[src/hdl/mtf_pkg.sv]
// ----------------------------------------------------------------------------
// mtf_pkg
// Shared sizes, command and status codes and state type of the
// move-to-front list.
// ----------------------------------------------------------------------------
package mtf_pkg;

   localparam int MAX_ENTRIES = 64;
   localparam int ID_SPACE    = 256;

   // fixed field widths
   localparam int CMD_W    = 2;
   localparam int ID_W     = 8;
   localparam int POS_W    = 7;
   localparam int STATUS_W = 2;

   // internal widths
   localparam int IDX_W   = $clog2(ID_SPACE);
   localparam int PLACE_W = $clog2(MAX_ENTRIES);
   localparam int COUNT_W = $clog2(MAX_ENTRIES + 1);

   localparam logic [CMD_W-1:0] CMD_ADD    = 2'd0;
   localparam logic [CMD_W-1:0] CMD_NOTIFY = 2'd1;
   localparam logic [CMD_W-1:0] CMD_LOOKUP = 2'd2;

   localparam logic [STATUS_W-1:0] STATUS_OK      = 2'd0;
   localparam logic [STATUS_W-1:0] STATUS_UNKNOWN = 2'd1;
   localparam logic [STATUS_W-1:0] STATUS_FULL    = 2'd2;

   typedef enum logic [1:0] {
      ST_IDLE,
      ST_LOOKUP,
      ST_SHIFT
   } state_type;

endpackage

[src/hdl/mtf_ram.sv]
// ----------------------------------------------------------------------------
// mtf_ram
// Generic single-write, single-read synchronous RAM with registered read data.
// ----------------------------------------------------------------------------
module mtf_ram #(
   parameter int WIDTH = 8,
   parameter int DEPTH = 64
) (
   input  logic                     clock,
   input  logic                     wr_en,
   input  logic [$clog2(DEPTH)-1:0] wr_addr,
   input  logic [WIDTH-1:0]         wr_data,
   input  logic                     rd_en,
   input  logic [$clog2(DEPTH)-1:0] rd_addr,
   output logic [WIDTH-1:0]         rd_data
);

   logic [WIDTH-1:0] mem_ff [DEPTH];
   logic [WIDTH-1:0] rd_data_ff;

   always_ff @(posedge clock) begin
      if (wr_en) begin
         mem_ff[wr_addr] <= wr_data;
      end
      if (rd_en) begin
         rd_data_ff <= mem_ff[rd_addr];
      end
   end

   assign rd_data = rd_data_ff;

endmodule

[src/hdl/move_to_front_list.sv]
// ----------------------------------------------------------------------------
// move_to_front_list
// Self-organizing move-to-front list of user ids kept in two RAMs.
// ----------------------------------------------------------------------------
// Usage: drive req_cmd and req_user_id with start high; the transaction is
// taken at a clock edge where start is high and busy is low. add appends an
// absent id at the tail unless the list is full, notify moves a present id
// to the front, lookup only reports. Every transaction yields one result on
// rsp_position, rsp_present and rsp_status, marked by rsp_valid for exactly
// one cycle and registered from the lookup state that the accepting edge
// enters. The receiver cannot stall, so results are never held.
// Shifting: add, lookup and notify of the head id pass through the lookup
// state only. A notify of an id at zero-based place p > 0 then runs the
// shift state, as the list order RAM is walked one entry per cycle from
// place p back to the head (one read and one write per cycle), then the id
// is written at the front; busy stays high until the walk is done.
// Reset: synchronous and active high; the list comes up empty, the id valid
// flags are cleared at once, no clearing pass runs.
// ----------------------------------------------------------------------------
module move_to_front_list
   import mtf_pkg::*;
(
   input  logic                clock,
   input  logic                reset,
   input  logic                start,
   output logic                busy,
   input  logic [CMD_W-1:0]    req_cmd,
   input  logic [ID_W-1:0]     req_user_id,
   output logic                rsp_valid,
   output logic [POS_W-1:0]    rsp_position,
   output logic                rsp_present,
   output logic [STATUS_W-1:0] rsp_status
);

   state_type state_ff, state_in;

   logic [ID_SPACE-1:0] valid_ff, valid_in;
   logic [COUNT_W-1:0]  count_ff, count_in;
   logic [CMD_W-1:0]    cmd_ff;
   logic [IDX_W-1:0]    id_ff;

   logic                rd_act_ff, rd_act_in;
   logic [PLACE_W-1:0]  rd_idx_ff, rd_idx_in;
   logic                wr_pend_ff, wr_pend_in;
   logic [PLACE_W-1:0]  wr_idx_ff, wr_idx_in;

   logic                rsp_valid_ff, rsp_valid_in;
   logic [POS_W-1:0]    rsp_position_ff, rsp_position_in;
   logic                rsp_present_ff, rsp_present_in;
   logic [STATUS_W-1:0] rsp_status_ff, rsp_status_in;

   // order RAM: ids in list order
   logic               ord_wr_en;
   logic [PLACE_W-1:0] ord_wr_addr;
   logic [IDX_W-1:0]   ord_wr_data;
   logic               ord_rd_en;
   logic [IDX_W-1:0]   ord_rd_data;

   // position RAM: place of each id
   logic               pos_wr_en;
   logic [IDX_W-1:0]   pos_wr_addr;
   logic [PLACE_W-1:0] pos_wr_data;
   logic               pos_rd_en;
   logic [PLACE_W-1:0] pos_rd_data;

   logic accept;
   logic present;
   logic full;

   assign accept  = start && !busy;
   assign busy    = (state_ff != ST_IDLE);
   assign present = valid_ff[id_ff];
   assign full    = (count_ff == COUNT_W'(MAX_ENTRIES));

   assign pos_rd_en = accept;
   assign ord_rd_en = rd_act_ff;

   mtf_ram #(
      .WIDTH(IDX_W),
      .DEPTH(MAX_ENTRIES)
   ) u_order_ram (
      .clock  (clock),
      .wr_en  (ord_wr_en),
      .wr_addr(ord_wr_addr),
      .wr_data(ord_wr_data),
      .rd_en  (ord_rd_en),
      .rd_addr(rd_idx_ff),
      .rd_data(ord_rd_data)
   );

   mtf_ram #(
      .WIDTH(PLACE_W),
      .DEPTH(ID_SPACE)
   ) u_position_ram (
      .clock  (clock),
      .wr_en  (pos_wr_en),
      .wr_addr(pos_wr_addr),
      .wr_data(pos_wr_data),
      .rd_en  (pos_rd_en),
      .rd_addr(req_user_id[IDX_W-1:0]),
      .rd_data(pos_rd_data)
   );

   always_ff @(posedge clock) begin
      if (reset) begin
         state_ff     <= ST_IDLE;
         valid_ff     <= '0;
         count_ff     <= '0;
         rd_act_ff    <= 1'b0;
         wr_pend_ff   <= 1'b0;
         rsp_valid_ff <= 1'b0;
      end else begin
         state_ff     <= state_in;
         valid_ff     <= valid_in;
         count_ff     <= count_in;
         rd_act_ff    <= rd_act_in;
         wr_pend_ff   <= wr_pend_in;
         rsp_valid_ff <= rsp_valid_in;
      end
   end

   always_ff @(posedge clock) begin
      if (accept) begin
         cmd_ff <= req_cmd;
         id_ff  <= req_user_id[IDX_W-1:0];
      end
      rd_idx_ff       <= rd_idx_in;
      wr_idx_ff       <= wr_idx_in;
      rsp_position_ff <= rsp_position_in;
      rsp_present_ff  <= rsp_present_in;
      rsp_status_ff   <= rsp_status_in;
   end

   always_comb begin
      state_in        = state_ff;
      valid_in        = valid_ff;
      count_in        = count_ff;
      rd_act_in       = 1'b0;
      rd_idx_in       = rd_idx_ff;
      wr_pend_in      = 1'b0;
      wr_idx_in       = wr_idx_ff;
      rsp_valid_in    = 1'b0;
      rsp_position_in = rsp_position_ff;
      rsp_present_in  = rsp_present_ff;
      rsp_status_in   = rsp_status_ff;
      ord_wr_en       = 1'b0;
      ord_wr_addr     = '0;
      ord_wr_data     = id_ff;
      pos_wr_en       = 1'b0;
      pos_wr_addr     = id_ff;
      pos_wr_data     = '0;

      unique case (state_ff)
         ST_IDLE: begin
            if (accept) begin
               state_in = ST_LOOKUP;
            end
         end

         ST_LOOKUP: begin
            state_in        = ST_IDLE;
            rsp_valid_in    = 1'b1;
            rsp_present_in  = present;
            rsp_position_in = present ? POS_W'(pos_rd_data) + POS_W'(1) : '0;
            rsp_status_in   = STATUS_OK;
            if (cmd_ff == CMD_ADD) begin
               if (!present) begin
                  if (full) begin
                     rsp_status_in = STATUS_FULL;
                  end else begin
                     // append at the tail
                     ord_wr_en       = 1'b1;
                     ord_wr_addr     = count_ff[PLACE_W-1:0];
                     pos_wr_en       = 1'b1;
                     pos_wr_data     = count_ff[PLACE_W-1:0];
                     valid_in[id_ff] = 1'b1;
                     count_in        = count_ff + COUNT_W'(1);
                  end
               end
            end else if (!present) begin
               rsp_status_in = STATUS_UNKNOWN;
            end else if (cmd_ff == CMD_NOTIFY && pos_rd_data != '0) begin
               state_in  = ST_SHIFT;
               rd_act_in = 1'b1;
               rd_idx_in = pos_rd_data - PLACE_W'(1);
            end
         end

         ST_SHIFT: begin
            // read entry i-1 while entry i, read last cycle, lands at place i+1
            if (rd_act_ff) begin
               wr_pend_in = 1'b1;
               wr_idx_in  = rd_idx_ff + PLACE_W'(1);
               if (rd_idx_ff != '0) begin
                  rd_act_in = 1'b1;
                  rd_idx_in = rd_idx_ff - PLACE_W'(1);
               end
            end
            if (wr_pend_ff) begin
               ord_wr_en   = 1'b1;
               ord_wr_addr = wr_idx_ff;
               ord_wr_data = ord_rd_data;
               pos_wr_en   = 1'b1;
               pos_wr_addr = ord_rd_data;
               pos_wr_data = wr_idx_ff;
            end
            if (!rd_act_ff && !wr_pend_ff) begin
               // shifting done, put the id at the head
               ord_wr_en   = 1'b1;
               ord_wr_addr = '0;
               ord_wr_data = id_ff;
               pos_wr_en   = 1'b1;
               pos_wr_addr = id_ff;
               pos_wr_data = '0;
               state_in    = ST_IDLE;
            end
         end

         default: begin
            state_in = ST_IDLE;
         end
      endcase
   end

   assign rsp_valid    = rsp_valid_ff;
   assign rsp_position = rsp_position_ff;
   assign rsp_present  = rsp_present_ff;
   assign rsp_status   = rsp_status_ff;

`ifndef ASSERT_OFF
   a_count_bound: assert property (@(posedge clock) disable iff (reset)
      count_ff <= COUNT_W'(MAX_ENTRIES))
      else $error("entry count beyond list capacity");

   a_accept_lookup: assert property (@(posedge clock) disable iff (reset)
      accept |=> state_ff == ST_LOOKUP)
      else $error("accepted transaction did not reach lookup");

   a_rsp_after_lookup: assert property (@(posedge clock) disable iff (reset)
      rsp_valid_ff |-> $past(state_ff == ST_LOOKUP))
      else $error("result strobe without a lookup");

   a_shift_no_overlap: assert property (@(posedge clock) disable iff (reset)
      (state_ff == ST_SHIFT && rd_act_ff && wr_pend_ff) |-> wr_idx_ff != rd_idx_ff)
      else $error("order ram read and write hit the same entry");

   a_shift_only_notify: assert property (@(posedge clock) disable iff (reset)
      (state_ff == ST_SHIFT) |-> (cmd_ff == CMD_NOTIFY && present))
      else $error("shift running for a transaction other than notify");
`endif

endmodule

[config.mk]
export PLATFORM = sky130hd
export DESIGN_NAME = move_to_front_list
export DESIGN_NICKNAME = d
export VERILOG_FILES = /design/src/hdl/mtf_pkg.sv /design/src/hdl/mtf_ram.sv /design/src/hdl/move_to_front_list.sv
export SDC_FILE = /design/constraint.sdc
export NUM_CORES = 2
export LEC_CHECK = 0
export BUFFER_PORTS_ARGS = -buffer_cell sky130_fd_sc_hd__buf_2
export CORE_ASPECT_RATIO = 2
export CORE_MARGIN = 2
export CORE_UTILIZATION = 30
export DETAILED_ROUTE_END_ITERATION = 6
export PLACE_DENSITY_LB_ADDON = 0.05
export SLEW_MARGIN = 40
export SYNTH_ARGS = -nofsm -noshare
export SYNTH_HDL_FRONTEND = slang
export SYNTH_SLANG_ARGS = --single-unit
[constraint.sdc]
create_clock -name clock -period 11.95 [get_ports clock]
set_input_delay 1.7925 -clock clock [delete_from_list [all_inputs] [get_ports clock]]
set_output_delay 1.7925 -clock clock [all_outputs]
set_load 0.01 [all_outputs]
==> flow_summary.json <==
{
  "status": "completed",
  "final_max_slew_viol_count": 0,
  "hold_start": "valid_ff[230]$_SDFFE_PP0P_",
  "drc_errors": 0,
  "ff2ff_setup_slack_ns": 5.39,
  "cts_resized": 0,
  "min_to": "valid_ff[230]$_SDFFE_PP0P_",
  "fin_skew_ns": 0.06568,
  "p_clk_frac": 0.441,
  "synth_flop_cell": "edfxtp_1",
  "finalSetupViolCount": 0,
  "min_period_ns": 6.557,
  "synth.most_common_cell": "edfxtp_1",
  "placed_cell_area_sq_mm": 0.09773,
  "yosysSeqAreaShare": 0.7406,
  "grt_pass1_wl_mm": 386.4,
  "reg2regPathDepth": 13,
  "synth.area.top_cells": "edfxtp_1 68%, mux4_2 18%, dfxtp_1 5.8%, o22ai_1 1.8%, nor2_1 1.4%",
  "cp-start-kind": "flop",
  "cp_data_required_time_ns": 12.45,
  "drt_pre_antenna_iters": 5,
  "drive_above_1_share": 0.2727,
  "crit_start": "id_ff[0]$_DFFE_PP_",
  "io_buffers": 24,
  "grt_antenna_before_repair": 7,
  "core_area_sq_mm": 0.3056,
  "post_cts_buffers": 0,
  "cts.htree.levels": 4,
  "rr_endpoint": "u_order_ram.mem_ff[53][4]$_DFFE_PP_",
  "gp_congestion": 0.7395,
  "die_x_um": 395.9,
  "drt_iter0_markers": 2707,
  "via_per_inst": 4.878,
  "synth_top_area_share": 0.6823,
  "clk_latency_ns": 0.91,
  "routed_wl_mm": 275.3,
  "netlist_area_sq_mm": 0.09215,
  "crit_type": "flop to flop",
  "min_path_cells": 2,
  "ys_top_cells_by_count": "2094 x edfxtp_1, 742 x mux4_2, 343 x nor2_1",
  "switching_share": 0.2137,
  "fin_nets": 4682,
  "ant_nets": 0,
  "rsz0062_at_grt": "no",
  "design.die.area_sq_mm": 0.3119,
  "gr-total-overflow": 0,
  "peakVddDrop_uv": 109.0,
  "dpl.hpwl_mm": 173.4,
  "p_seq_frac": 0.524,
  "slew_headroom": 0.3714,
  "synth_cell_types": 52,
  "grt_pass1_vias": 47340,
  "num_rows": 287,
  "p_sw_mw": 3.638,
  "comb_power_share": 0.035,
  "critPathMaxFanout": 43,
  "crit_arrival_ns": 7.06,
  "start_util": 0.3016,
  "syn_inst": 4573,
  "synth-edff-count": 2094,
  "endpoint_kind": "flop",
  "yosysWarningCount": 0,
  "avgRoutedWirePerCell_um": 30.97,
  "power_density_mw_per_mm2": 161.5,
  "power_leakage_nw": 29.95,
  "fin_area_sq_mm": 0.1054,
  "grt_max_degree": 174,
  "synth_area_leader_cell": "edfxtp_1",
  "cts_root_buf": "clkbuf_16",
  "r2r_start": "id_ff[0]$_DFFE_PP_",
  "cts_hold_buf": 0,
  "clock_path_buffers": 4,
  "fin_setup_tns_ns": 0,
  "dr_total_vias": 43360,
  "io_pins": 25,
  "hold_class": "flop to flop",
  "max_freq_mhz": 152.5,
  "synthToLayoutAreaGrowth_pct": 14.38,
  "maxCapViolations": 0,
  "grtUsageTotal": 0.1756,
  "async_reset_ff_frac": 0,
  "clock_sinks": 2362,
  "die_y_um": 787.8,
  "synth_nets": 4596,
  "finalCritPeriodShare": 0.5487,
  "hold_viol": 0,
  "clk_pin_slew_ns": 0.06,
  "cts_tree": "done",
  "p_int_mw": 13.39,
  "worstMarginPinSlew_ns": 0.9429,
  "cts_made_buffers": 224,
  "syn_area_per_cell_sq_um": 20.15,
  "ys_seq_elements": 2362
}
critical path, stage by stage (launching register included):
cell      delay (ns)
edfxtp_1        0.32
buf_4           0.47
buf_6           0.58
mux4_2          0.59
a22oi_1         0.22
a21oi_1         0.16
nor4_1          0.45
o22ai_1         0.31
buf_4           0.24
o31a_1          0.38
nor2_4          0.20
buf_4           0.63
nand3_2         0.71
nor2_1          0.82
cell families after synthesis:
group	Yosys count	share of synthesized area
AOI/OAI and AO/OA	333	0.02326
xor gates and xnor gates	17	0.001616
adders and majority gates	10	0.001358
buffers and inverters	570	0.02400
DFF	2362	0.7406
muxes	757	0.1830
and+or+nand+nor	524	0.02620
metrics by stage:
step                std cells  hold WS, ns  power, mW  setup WS (ns)  utilization
floorplan                4573       0.4489      9.459         0.5401            -
global placement         8464       0.4551      9.716          3.864       0.3184
detailed placement       8474       0.4606      9.723          5.205       0.3198
CTS                      8877       0.4706      17.30          5.189       0.3444
global route             8889       0.4840      17.55          4.998       0.3449
finish                   8890       0.4704      17.03          5.393       0.3449
flip-flops by register name, summed over array words and instances, names as in the netlist, 2 cells and up:
| name | count |
|---|---|
| cmd_ff | 2 |
| count_ff | 7 |
| id_ff | 8 |
| rd_idx_ff | 6 |
| rsp_position | 7 |
| rsp_status | 2 |
| state_ff | 2 |
| u_order_ram.mem_ff | 512 |
| u_order_ram.rd_data | 8 |
| u_position_ram.mem_ff | 1536 |
| u_position_ram.rd_data | 6 |
| valid_ff | 256 |
| wr_idx_ff | 6 |
power by group through the flow:
stage / Clock, mW / Sequential, mW / Combinational, mW
floorplan: 0 / 9.09 / 0.373
global placement: 0 / 9.10 / 0.620
detailed placement: 0 / 9.10 / 0.627
CTS: 7.76 / 8.91 / 0.627
global route: 8.00 / 8.91 / 0.639
finish: 7.51 / 8.91 / 0.602
metal layers:
layer  share of wire  GRT usage  up-vias  routed length (um)
met5               0          0        -                   0
met4           0.030    0.05323        0                8179
met3           0.024    0.01761      321                6605
met2            0.58     0.3484      675              159800
met1            0.37     0.1929    23560              100700
li1                -          -    18810                   -
final cells by class:
cell class	instances	area (sq um)
fillers	28530	200200
flip-flops and latches	2362	68250
multi-input cells	1641	22030
clock buffers	267	5932
well taps	4046	5062
clock inverters	136	1573
repair buffers	150	1484
inverters	280	1054
diodes	8	20.02
cell usage in the layout (no fill, tap or decap), drive strengths merged, types with 7 or more instances in the layout:
cell / n
diode: 8
clkinv: 84
a21oi: 21
mux4: 742
inv: 280
nor4: 16
ha: 10
nor3b: 11
mux2i: 15
nand2: 51
nand3: 47
a22oi: 33
nor2: 345
nor2b: 9
clkbuf: 269
nor3: 9
clkinvlp: 17
dfxtp: 268
xor2: 7
buf: 148
bufinv: 35
o22ai: 258
xnor2: 10
nand4: 11
edfxtp: 2094
how the worst max path moves through the flow:
stage | end | cells past startpoint
after floorplan | u_order_ram.mem_ff[24][0]$_DFFE_PP_ | 11
after global placement | u_order_ram.mem_ff[61][7]$_DFFE_PP_ | 13
after detailed placement | u_order_ram.mem_ff[33][2]$_DFFE_PP_ | 14
after CTS | u_order_ram.mem_ff[36][6]$_DFFE_PP_ | 14
after global routing | u_order_ram.mem_ff[39][6]$_DFFE_PP_ | 14
final | u_order_ram.mem_ff[53][4]$_DFFE_PP_ | 13
No activity file was read; power rests on OpenSTA's default activity.
